File: src/rtl/r2hsv_pkg.sv
// ----------------------------------------------------------------------------
// r2hsv_pkg
// Types, constants and the divider step shared by the RGB to HSV converter.
// ----------------------------------------------------------------------------
package r2hsv_pkg;

    localparam int unsigned ChanW        = 8;
    localparam int unsigned HueQW        = 6;   // hue quotient is at most 43
    localparam int unsigned DivStages    = 4;   // two saturation bits per stage
    localparam int unsigned HueDivStages = 3;   // two hue bits per stage

    localparam logic [ChanW-1:0] HsvFull   = 8'd255;
    localparam logic [ChanW-1:0] HsvSixth  = 8'd43;
    localparam logic [ChanW-1:0] BaseRed   = 8'd0;
    localparam logic [ChanW-1:0] BaseGreen = 8'd85;
    localparam logic [ChanW-1:0] BaseBlue  = 8'd171;

    typedef struct packed {
        logic [ChanW-1:0] red_in;
        logic [ChanW-1:0] green_in;
        logic [ChanW-1:0] blue_in;
    } t_rgb_pix;

    typedef struct packed {
        logic [ChanW-1:0] hue_out;
        logic [ChanW-1:0] sat_out;
        logic [ChanW-1:0] val_out;
    } t_hsv_pix;

    typedef enum logic [1:0] {
        SEC_RED,
        SEC_GREEN,
        SEC_BLUE
    } t_sector;

    // One item in flight through the divider stages.
    typedef struct packed {
        logic [ChanW-1:0] hi;      // value, also saturation divisor
        logic [ChanW-1:0] span;    // max - min, also hue divisor
        t_sector          sector;
        logic             neg;     // hue offset is negative
        logic [ChanW-1:0] s_rem;
        logic [ChanW-1:0] s_num;   // numerator bits not yet consumed
        logic [ChanW-1:0] s_q;
        logic [ChanW-1:0] h_rem;
        logic [HueQW-1:0] h_num;
        logic [HueQW-1:0] h_q;
    } t_work;

    // Two restoring division steps on the saturation divider, and on the hue divider when do_hue is set.
    function automatic t_work div_pair(input t_work w, input logic do_hue);
        t_work      n;
        logic [8:0] part;
        n = w;
        for (int k = 0; k < 2; k++) begin
            part    = {n.s_rem, n.s_num[ChanW-1]};
            n.s_num = {n.s_num[ChanW-2:0], 1'b0};
            if (part >= {1'b0, n.hi}) begin
                part  = part - {1'b0, n.hi};
                n.s_q = {n.s_q[ChanW-2:0], 1'b1};
            end else begin
                n.s_q = {n.s_q[ChanW-2:0], 1'b0};
            end
            n.s_rem = part[ChanW-1:0];
            if (do_hue) begin
                part    = {n.h_rem, n.h_num[HueQW-1]};
                n.h_num = {n.h_num[HueQW-2:0], 1'b0};
                if (part >= {1'b0, n.span}) begin
                    part  = part - {1'b0, n.span};
                    n.h_q = {n.h_q[HueQW-2:0], 1'b1};
                end else begin
                    n.h_q = {n.h_q[HueQW-2:0], 1'b0};
                end
                n.h_rem = part[ChanW-1:0];
            end
        end
        return n;
    endfunction

endpackage

File: src/rtl/rgb_to_hsv_8bit.sv
// ----------------------------------------------------------------------------
// rgb_to_hsv_8bit
// Pipelined 8-bit RGB to HSV pixel converter, one pixel per clock while the output is not stalled.
// ----------------------------------------------------------------------------
//  channel  dir  signals                   payload
//  input    in   i_valid / o_ready         i_pix (red_in, green_in, blue_in)
//  output   out  o_valid / i_ready         o_pix (hue_out, sat_out, val_out)
//
//  One pixel can transfer every cycle while the output accepts. The depth
//  is set by the two restoring dividers, which retire two quotient bits per
//  stage, saturation over four stages and hue over the first three.
//  Synchronous active-low reset clears every stage's valid bit.
//  Each stage holds while its successor is full and stalled, so bubbles
//  collapse and a stall neither drops nor repeats a pixel.
// ----------------------------------------------------------------------------
module rgb_to_hsv_8bit
    import r2hsv_pkg::*;
(
    input  logic     i_clk,
    input  logic     i_rst_n,
    input  logic     i_valid,
    output logic     o_ready,
    input  t_rgb_pix i_pix,
    output logic     o_valid,
    input  logic     i_ready,
    output t_hsv_pix o_pix
);

    // ------------------------------------------------------------------
    // Stage A: largest channel, smallest channel, sector, hue difference
    // ------------------------------------------------------------------
    logic             r_a_valid;
    logic [ChanW-1:0] r_a_hi, r_a_lo, r_a_ad;
    t_sector          r_a_sector;
    logic             r_a_neg;

    logic [ChanW-1:0] n_a_hi, n_a_lo, n_a_ad;
    t_sector          n_a_sector;
    logic [ChanW:0]   a_diff;

    // Stage B: span and scaled numerators, loaded into divider form
    logic  r_b_valid;
    t_work r_b;
    t_work n_b;
    logic [2*ChanW-1:0] b_sat_num;
    logic [13:0]        b_hue_num;
    logic [ChanW-1:0]   b_span;

    // Divider stages
    logic  r_d_valid [DivStages];
    t_work r_d       [DivStages];
    logic  d_rdy     [DivStages];

    // Output register
    logic             r_o_valid;
    t_hsv_pix         r_o_pix;
    t_hsv_pix         n_o_pix;
    logic [ChanW-1:0] o_base, o_q;

    logic a_rdy, b_rdy, o_rdy;

    // ------------------------------------------------------------------
    // Ready chain: a stage may load when empty or when it drains this cycle
    // ------------------------------------------------------------------
    assign o_rdy = !r_o_valid || i_ready;

    always_comb begin
        d_rdy[DivStages-1] = !r_d_valid[DivStages-1] || o_rdy;
        for (int k = DivStages - 2; k >= 0; k--) begin
            d_rdy[k] = !r_d_valid[k] || d_rdy[k+1];
        end
    end

    assign b_rdy   = !r_b_valid || d_rdy[0];
    assign a_rdy   = !r_a_valid || b_rdy;
    assign o_ready = a_rdy;

    // ------------------------------------------------------------------
    // Stage A logic. Ties resolve red first, then green.
    // ------------------------------------------------------------------
    always_comb begin
        n_a_hi = i_pix.red_in;
        if (i_pix.green_in > n_a_hi) n_a_hi = i_pix.green_in;
        if (i_pix.blue_in > n_a_hi)  n_a_hi = i_pix.blue_in;
        n_a_lo = i_pix.red_in;
        if (i_pix.green_in < n_a_lo) n_a_lo = i_pix.green_in;
        if (i_pix.blue_in < n_a_lo)  n_a_lo = i_pix.blue_in;

        if (i_pix.red_in >= i_pix.green_in && i_pix.red_in >= i_pix.blue_in) begin
            n_a_sector = SEC_RED;
            a_diff     = {1'b0, i_pix.green_in} - {1'b0, i_pix.blue_in};
        end else if (i_pix.green_in >= i_pix.blue_in) begin
            n_a_sector = SEC_GREEN;
            a_diff     = {1'b0, i_pix.blue_in} - {1'b0, i_pix.red_in};
        end else begin
            n_a_sector = SEC_BLUE;
            a_diff     = {1'b0, i_pix.red_in} - {1'b0, i_pix.green_in};
        end
        // magnitude of the signed difference
        n_a_ad = a_diff[ChanW] ? ChanW'(-a_diff) : a_diff[ChanW-1:0];
    end

    always_ff @(posedge i_clk) begin
        if (!i_rst_n) begin
            r_a_valid <= 1'b0;
        end else if (a_rdy) begin
            r_a_valid <= i_valid;
        end
        if (a_rdy && i_valid) begin
            r_a_hi     <= n_a_hi;
            r_a_lo     <= n_a_lo;
            r_a_ad     <= n_a_ad;
            r_a_sector <= n_a_sector;
            r_a_neg    <= a_diff[ChanW];
        end
    end

    // ------------------------------------------------------------------
    // Stage B logic. Both quotients fit well below their numerator width,
    // so each divider starts with the top numerator bits as its remainder.
    // ------------------------------------------------------------------
    always_comb begin
        b_span    = r_a_hi - r_a_lo;
        b_sat_num = {b_span, 8'd0} - {8'd0, b_span};           // 255 * span
        b_hue_num = 14'(r_a_ad * HsvSixth);                     // 43 * |diff|

        n_b        = '0;
        n_b.hi     = r_a_hi;
        n_b.span   = b_span;
        n_b.sector = r_a_sector;
        n_b.neg    = r_a_neg;
        n_b.s_rem  = b_sat_num[2*ChanW-1:ChanW];
        n_b.s_num  = b_sat_num[ChanW-1:0];
        n_b.h_rem  = b_hue_num[13:HueQW];
        n_b.h_num  = b_hue_num[HueQW-1:0];
    end

    always_ff @(posedge i_clk) begin
        if (!i_rst_n) begin
            r_b_valid <= 1'b0;
        end else if (b_rdy) begin
            r_b_valid <= r_a_valid;
        end
        if (b_rdy && r_a_valid) begin
            r_b <= n_b;
        end
    end

    // ------------------------------------------------------------------
    // Divider stages: two quotient bits per stage, hue finishes early
    // ------------------------------------------------------------------
    for (genvar k = 0; k < DivStages; k++) begin : g_div
        logic  prev_valid;
        t_work prev;
        if (k == 0) begin : g_first
            assign prev_valid = r_b_valid;
            assign prev       = r_b;
        end else begin : g_rest
            assign prev_valid = r_d_valid[k-1];
            assign prev       = r_d[k-1];
        end

        always_ff @(posedge i_clk) begin
            if (!i_rst_n) begin
                r_d_valid[k] <= 1'b0;
            end else if (d_rdy[k]) begin
                r_d_valid[k] <= prev_valid;
            end
            if (d_rdy[k] && prev_valid) begin
                r_d[k] <= div_pair(prev, 1'(k < HueDivStages));
            end
        end
    end

    // ------------------------------------------------------------------
    // Output stage: grey or black pixels force hue and saturation to zero;
    // the hue offset adds to or drops from the sector base, wrapping mod 256.
    // ------------------------------------------------------------------
    always_comb begin
        case (r_d[DivStages-1].sector)
            SEC_RED:   o_base = BaseRed;
            SEC_GREEN: o_base = BaseGreen;
            SEC_BLUE:  o_base = BaseBlue;
            default:   o_base = BaseRed;
        endcase
        o_q = {2'b00, r_d[DivStages-1].h_q};

        n_o_pix.val_out = r_d[DivStages-1].hi;
        if (r_d[DivStages-1].span == '0) begin
            n_o_pix.sat_out = '0;
            n_o_pix.hue_out = '0;
        end else begin
            n_o_pix.sat_out = r_d[DivStages-1].s_q;
            n_o_pix.hue_out = r_d[DivStages-1].neg ? o_base - o_q : o_base + o_q;
        end
    end

    always_ff @(posedge i_clk) begin
        if (!i_rst_n) begin
            r_o_valid <= 1'b0;
        end else if (o_rdy) begin
            r_o_valid <= r_d_valid[DivStages-1];
        end
        if (o_rdy && r_d_valid[DivStages-1]) begin
            r_o_pix <= n_o_pix;
        end
    end

    assign o_valid = r_o_valid;
    assign o_pix   = r_o_pix;

    // ------------------------------------------------------------------
    // Assertions
    // ------------------------------------------------------------------
    a_grey_hue: assert property (@(posedge i_clk) disable iff (!i_rst_n)
        o_valid && o_pix.sat_out == '0 |-> o_pix.hue_out == '0)
        else $error("hue not zero on a grey pixel");

    a_black_sat: assert property (@(posedge i_clk) disable iff (!i_rst_n)
        o_valid && o_pix.val_out == '0 |-> o_pix.sat_out == '0)
        else $error("saturation not zero on a black pixel");

    a_hue_quot: assert property (@(posedge i_clk) disable iff (!i_rst_n)
        r_d_valid[DivStages-1] && r_d[DivStages-1].span != '0
        |-> r_d[DivStages-1].h_q <= HueQW'(HsvSixth))
        else $error("hue quotient out of range");

    a_rst_empty: assert property (@(posedge i_clk)
        !i_rst_n |=> !o_valid && !r_a_valid && !r_b_valid)
        else $error("pipeline not empty after reset");

endmodule

File: config.mk
export PLATFORM = sky130hd
export DESIGN_NAME = rgb_to_hsv_8bit
export DESIGN_NICKNAME = d
export VERILOG_FILES = /design/src/rtl/r2hsv_pkg.sv /design/src/rtl/rgb_to_hsv_8bit.sv
export SDC_FILE = /design/constraint.sdc
export NUM_CORES = 1
export LEC_CHECK = 0
export BUFFER_PORTS_ARGS = -buffer_cell sky130_fd_sc_hd__clkbuf_2
export CELL_PAD_IN_SITES_DETAIL_PLACEMENT = 0
export CELL_PAD_IN_SITES_GLOBAL_PLACEMENT = 1
export CORE_ASPECT_RATIO = 2
export CORE_MARGIN = 5
export CORE_UTILIZATION = 45
export DETAILED_ROUTE_END_ITERATION = 6
export PLACE_DENSITY = 0.81
export SKIP_CTS_REPAIR_TIMING = 1
export SYNTH_ARGS = -nofsm -noshare
export SYNTH_HDL_FRONTEND = slang
export SYNTH_SLANG_ARGS = --single-unit
export TNS_END_PERCENT = 50
File: constraint.sdc
create_clock -name i_clk -period 5.6 [get_ports i_clk]
set_input_delay 1.12 -clock i_clk [delete_from_list [all_inputs] [get_ports i_clk]]
set_output_delay 1.12 -clock i_clk [all_outputs]
set_load 0.05 [all_outputs]
Yosys cells after proc, flatten, opt, wreduce, memory -nomap -nowiden

Memory sizes are Yosys's and may differ from the RTL's.
Cells that the tools add are included.
Widths: inputs -> output; s select.

Output and inout port bits: 26
Input port bits: 28
Memories: 2
Register bits after elaboration: 103
Bits in writable memories: 248

Multipliers: 1
Order comparisons: 21
Reductions and logical operators: 23
Muxes and demuxes: 81
Bitwise gates (word level): 4
Equality and inequality tests: 2
$add $sub $neg: 22

Memories:

| name      | depth | width | rd ports | clocked after Yosys merged registers in | wr ports | line                  | RTL |
|---|---|---|---|---|---|---|---|
| r_d       | 4     | 61    | 4        | 0                                       | 4        | rgb_to_hsv_8bit.sv:51 | `t_work r_d [DivStages];` |
| r_d_valid | 4     | 1     | 4        | 0                                       | 4        | rgb_to_hsv_8bit.sv:50 | `logic r_d_valid [DivStages];` |

Operator list:

| kind                 | number |
|---|---|
| $mux 8               | 32 |
| $ge 9x8->1           | 14 |
| $mux 20              | 6 |
| $sub 8x8->8          | 15 |
| $mux 1               | 39 |
| $sub 8x8->9          | 3 |
| $ge 8x8->1           | 3 |
| $mux 9               | 2 |
| $gt 8x8->1           | 2 |
| $lt 8x8->1           | 2 |
| $pmux 8 s2           | 1 |
| $sub 16x8->16        | 1 |
| $mul 8x6->14 const B | 1 |
| $add 8x6->8          | 1 |
| $logic_and 1x1->1    | 8 |
| $logic_not 8->1      | 1 |
| $neg 8->8            | 1 |
| $sub 8x6->8          | 1 |
| $logic_not 1->1      | 7 |
| $logic_or 1x1->1     | 7 |
| $or 1x1->1           | 4 |
| $eq 2x1->1 const B   | 1 |
| $eq 2x2->1 const B   | 1 |
| $mux 2               | 1 |

Logic depth before layout (Yosys ltp)

Depth in word-level cells: 11
Mapped depth: 21
Depth with buffers taken out: 20

Worst setup path before layout

No wires, ideal clock.

Path type: input-to-reg
From: input port i_ready
To: memory r_d_valid[0], data pin
Required time: 5442 ps
Path buffers: 0
Library setup time: 158 ps
Data arrival time: 5514 ps
Slack: -72 ps
Stages: 5
Cell sequence: nor2b_1 and2_1 and3_1 a21boi_0 and2_1

RTL lines:

| element     | line                  | RTL |
|---|---|---|
| from (decl) | rgb_to_hsv_8bit.sv:25 | `input logic i_ready,` |
| to (decl)   | rgb_to_hsv_8bit.sv:50 |  |

==> impl_summary.txt <==
----------------------------------------------------
[Finish]
  Fraction of the core area covered by cells at the end of the flow ... 0.4962
  Fill count ... 3539
  Multi-input logic area ... between 8000 and 9000 µm²
  Number of nets at the end of the flow ... 1914
  Antenna diode instance count ... 0
  Post-layout instance count excluding filler cells ... 2198
  Area Overhead vs Synth ... 10.01%
  Commonest non-fill, non-tap cells in the layout ... edfxtp_1 (271), inv_1 (209), ha_1 (205), a21oi_1 (117), nor2_1 (116)
  Flip-flop and latch area ... 8218 µm²
  Most common cell after layout, fill and taps aside ... edfxtp_1
  Share of post-route cells with drive strength above 1 ... 0.1303
  Area of all placed cells without fillers ... 19510 µm²

[Logic synthesis]
  YS warnings ... 0
  Dominant synthesized flop cell ... edfxtp_1
  Net count after synthesis ... 1834
  Synth unique cells ... between 60 and 70
  Xor/xnor cell area share of the yosys netlist ... 0.04791
  Share of the synthesized area in compound gates (AO/OA/AOI/OAI) ... 0.1164
  Mux cell area share after synthesis ... 0.05554
  Number of instances in the synthesized netlist ... 1575
  Adder-Cell Fraction of Synth Area ... 0.1740
  Sequential area share after synthesis ... 0.4635
  Largest cells by area after synthesis ... edfxtp_1 (46%), ha_1 (14%), inv_1 (4.4%), mux2_2 (3.8%), xnor2_1 (3.7%)
  Main combinational cell family by area after synthesis ... adder cells
  Number of storage elements in the synthesis netlist ... 275
  Fraction of synthesis flops using an asynchronous set or reset pin ... 0
  Largest area contributor in the synthesized netlist ... edfxtp_1
  Synth Area in Simple Gates ... 0.09392
  Synthesized area per cell ... 11.26 µm²
  Top cell type's share of synthesized area ... 0.4590
  EDFF count, synth ... 271
  Cell area after technology mapping ... about 18000 µm²

[Placed design]
  DP Wirelength ... 31.08 mm
  Placed Cells incl. Taps ... 2154
  IO Port Bufs ... 53
  Placement-stage cell area ... 18740 µm²
  Global placement routability congestion ... 0.9636

[Detailed routing]
  DRC violation total after the first TritonRoute iteration ... about 360
  DR vias ... about 12000
  Remaining number of nets flagged by the antenna check after routing ... 0
  Post-route DRC violation count ... 0
  Total Wirelength ... 37.21 mm
  Pre-antenna DRT Iters ... 4
  Routed length per placed instance ... 16.93 µm
  Number of vias per cell ... approximately 5.3

[Power]
  Static leakage ... roughly 0.0081 µW
  Ratio of total power to cell area ... 464.5 nW/µm²
  VDD IR-drop max ... 0.2633 mV

[Run status]
  Result of the run ... complete, no violations

[Global routing]
  Global-route wire length before repair ... 60.36 mm
  GR Util All Layers ... 0.1732
  Largest net degree at the start of global routing ... 50
  Antenna violations before repair ... 0
  GR Overflow Total ... 0
  Number of global-route vias before repair ... roughly 13000

[Floorplan]
  Core region area ... 39310 µm²
  Top-level port count ... 54
  Area of the die ... 43710 µm²
  Number of cell rows ... 103
  DIE HEIGHT ... around 290 µm
  Initial core utilization ... 0.4511
  Die span in x ... about 150 µm

[Clock network]
  Clock sinks ... 275
  Total number of H-tree levels ... 1
  Clock latency reported for the late side of the worst-skew pair ... 0.55 ns
  Number of buffers created by CTS ... 24
  Number of buffers on the longest clock path ... 3
  CTS tree ... built
  Clock-pin slew reported for the worst setup and hold paths after clock tree synthesis ... ~0.06 ns
  Clk Tree Root Cell ... clkbuf_16

[STA]
  Clock Skew ... 0.02338 ns
  Tcrit/Tclk final ... 0.8927
  Worst slew slack as a fraction of its limit ... 0.5004
  RSZ-0062 raised after global routing ... false
  Worst slew pin tran ... 0.7465 ns
  Total negative slack for setup checks ... 0 ns
  Number of setup violations in the final report ... 0
  Maximum achievable frequency ... 200.0 MHz
  Final Hold Slack ... ~0.41 ns
  Pins Over Slew Limit ... 0
  Final Hold Violating Endpoints ... 0
  Time the final worst path needs with I/O delays and setup ... 4.999 ns

[Critical path]
  Critical Path Sink Type ... flop
  Length in cells of the worst reg-to-reg path ... 21
  Delay contributed by the slowest stage of the critical path ... 0.39 ns
  Kind of start point of the critical path ... flop
  Worst endpoint data arrival time ... 5.28 ns
  Worst Setup Path Type ... flop to flop
  Ordered cell list for the critical path ... inv_1 > ha_1 > nor2b_1 > o21ai_0 > a21boi_0 > o21ai_0 > a21o_1 > a21boi_1 > nor2_2 > buf_4 > mux2i_1 > ha_1 > nor2b_1 > o21ai_0 > a21oi_1 > o21ai_0 > a21oi_1 > o21bai_1 > a21oi_1 > o21ai_4 > mux2_2
  Most frequent cell on the critical path ... o21ai_0
  Req. time, crit path ... 5.88 ns
  Largest fanout on the critical path ... 9
  Worst path slowest cell ... edfxtp_1

[Job]
  Number of max-cap violations ... 0

[Worst hold path]
  Type of the worst min-delay path ... flop to flop
  Hold Path Depth ... 0

----------------------------------------------------
[synth_stat cells (4+ instances only)]
cell / n
a211oi_1: 4
a21boi_0: 14
a21boi_1: 9
a21o_1: 23
a21oi_1: 118
and2_1: 17
and3_1: 10
clkbuf_1: 12
dfxtp_1: 4
edfxtp_1: 271
fa_1: 26
ha_1: 205
inv_1: 209
mux2_2: 60
mux2i_1: 22
nand2_1: 69
nand2b_1: 6
nand3_1: 12
nand4_1: 22
nor2_1: 116
nor2b_1: 37
nor3_1: 16
nor4b_1: 4
o21a_1: 7
o21ai_0: 75
o21ai_1: 12
o21bai_1: 18
o31ai_1: 8
o31ai_4: 4
o41ai_2: 5
or2_2: 10
or3_1: 4
xnor2_1: 75
xor2_1: 22
[per-layer routing]
| layer | track usage | wire (µm) | vias up | share of wire |
|---|---|---|---|---|
| met5 | 0 | 0 | - | 0 |
| met4 | 0.1015 | 2262 | 0 | 0.061 |
| met3 | 0.01654 | 950 | 104 | 0.026 |
| met2 | 0.3715 | 22820 | 219 | 0.61 |
| met1 | 0.1391 | 11180 | 5525 | 0.30 |
| li1 | - | - | 5775 | - |
[final cells by class]
cell class                 count  share of cell area
clock buffer                  26             0.03169
timing repair buffer          69             0.01976
clock inverter                18            0.007505
inverter                     209             0.04022
multi-input combinational   1076              0.4458
sequential                   275              0.4213
tap                          525             0.03368
[kinds of logic (layout without fill, tap and decap cells)]
family                   after synthesis  in the layout
AO/OA/AOI/OAI                        323            323
XOR/XNOR                              97             97
adder cells (fa/ha/maj)              231            231
buffers and inverters                224            322
flip-flops                           275            275
multiplexers                          87             87
AND/OR/NAND/NOR                      338            338
[worst paths after layout]
kind / startpoint / end / slack (ns)
setup / recovery: r_d[1][54] / r_d[2][41] / 0.60
hold / removal: g_div[0].prev[33] / r_d[0][33] / 0.41
setup reg to reg: r_d[1][54] / r_d[2][41] / 0.60
hold reg to reg: g_div[0].prev[33] / r_d[0][33] / 0.41
[critical path: cells and delay by family (launching register included)]
kind                     cells  cell delay [ns]
flip-flops                   1             0.39
AO/OA/AOI/OAI               12             2.37
buffers and inverters        2             0.36
multiplexers                 2             0.66
AND/OR/NAND/NOR              3             0.35
adder cells (fa/ha/maj)      2             0.60
[state kept, by name (all words and copies together) (netlist names)]
name	cells
r_d_valid	4
r_a_ad	8
r_a_valid	1
o_valid	1
o_pix	24
r_a_sector	2
r_a_neg	1
r_a_hi	8
r_d	169
r_a_lo	8
g_div.prev_valid	1
g_div.prev	48
[report_power, final]
| part | leakage, µW | total [µW] | internal [µW] | switching (µW) |
|---|---|---|---|---|
| Combinational | 0.00521 | 4550 | 2120 | 2420 |
| Clock | 0.000369 | 1610 | 827 | 784 |
| Sequential | 0.00254 | 2900 | 2770 | 129 |
| Total | 0.00812 | 9060 | 5720 | 3340 |
[through the flow]
stage,power (µW),setup slack [ns]
2_1_floorplan,6512,0.7852
3_3_place_gp,7353,0.6174
3_5_place_dp,7497,0.5113
4_1_cts,9148,0.5003
5_1_grt,9783,0.1913
6_report,9060,0.6006
(Power assumes the default switching activity.)
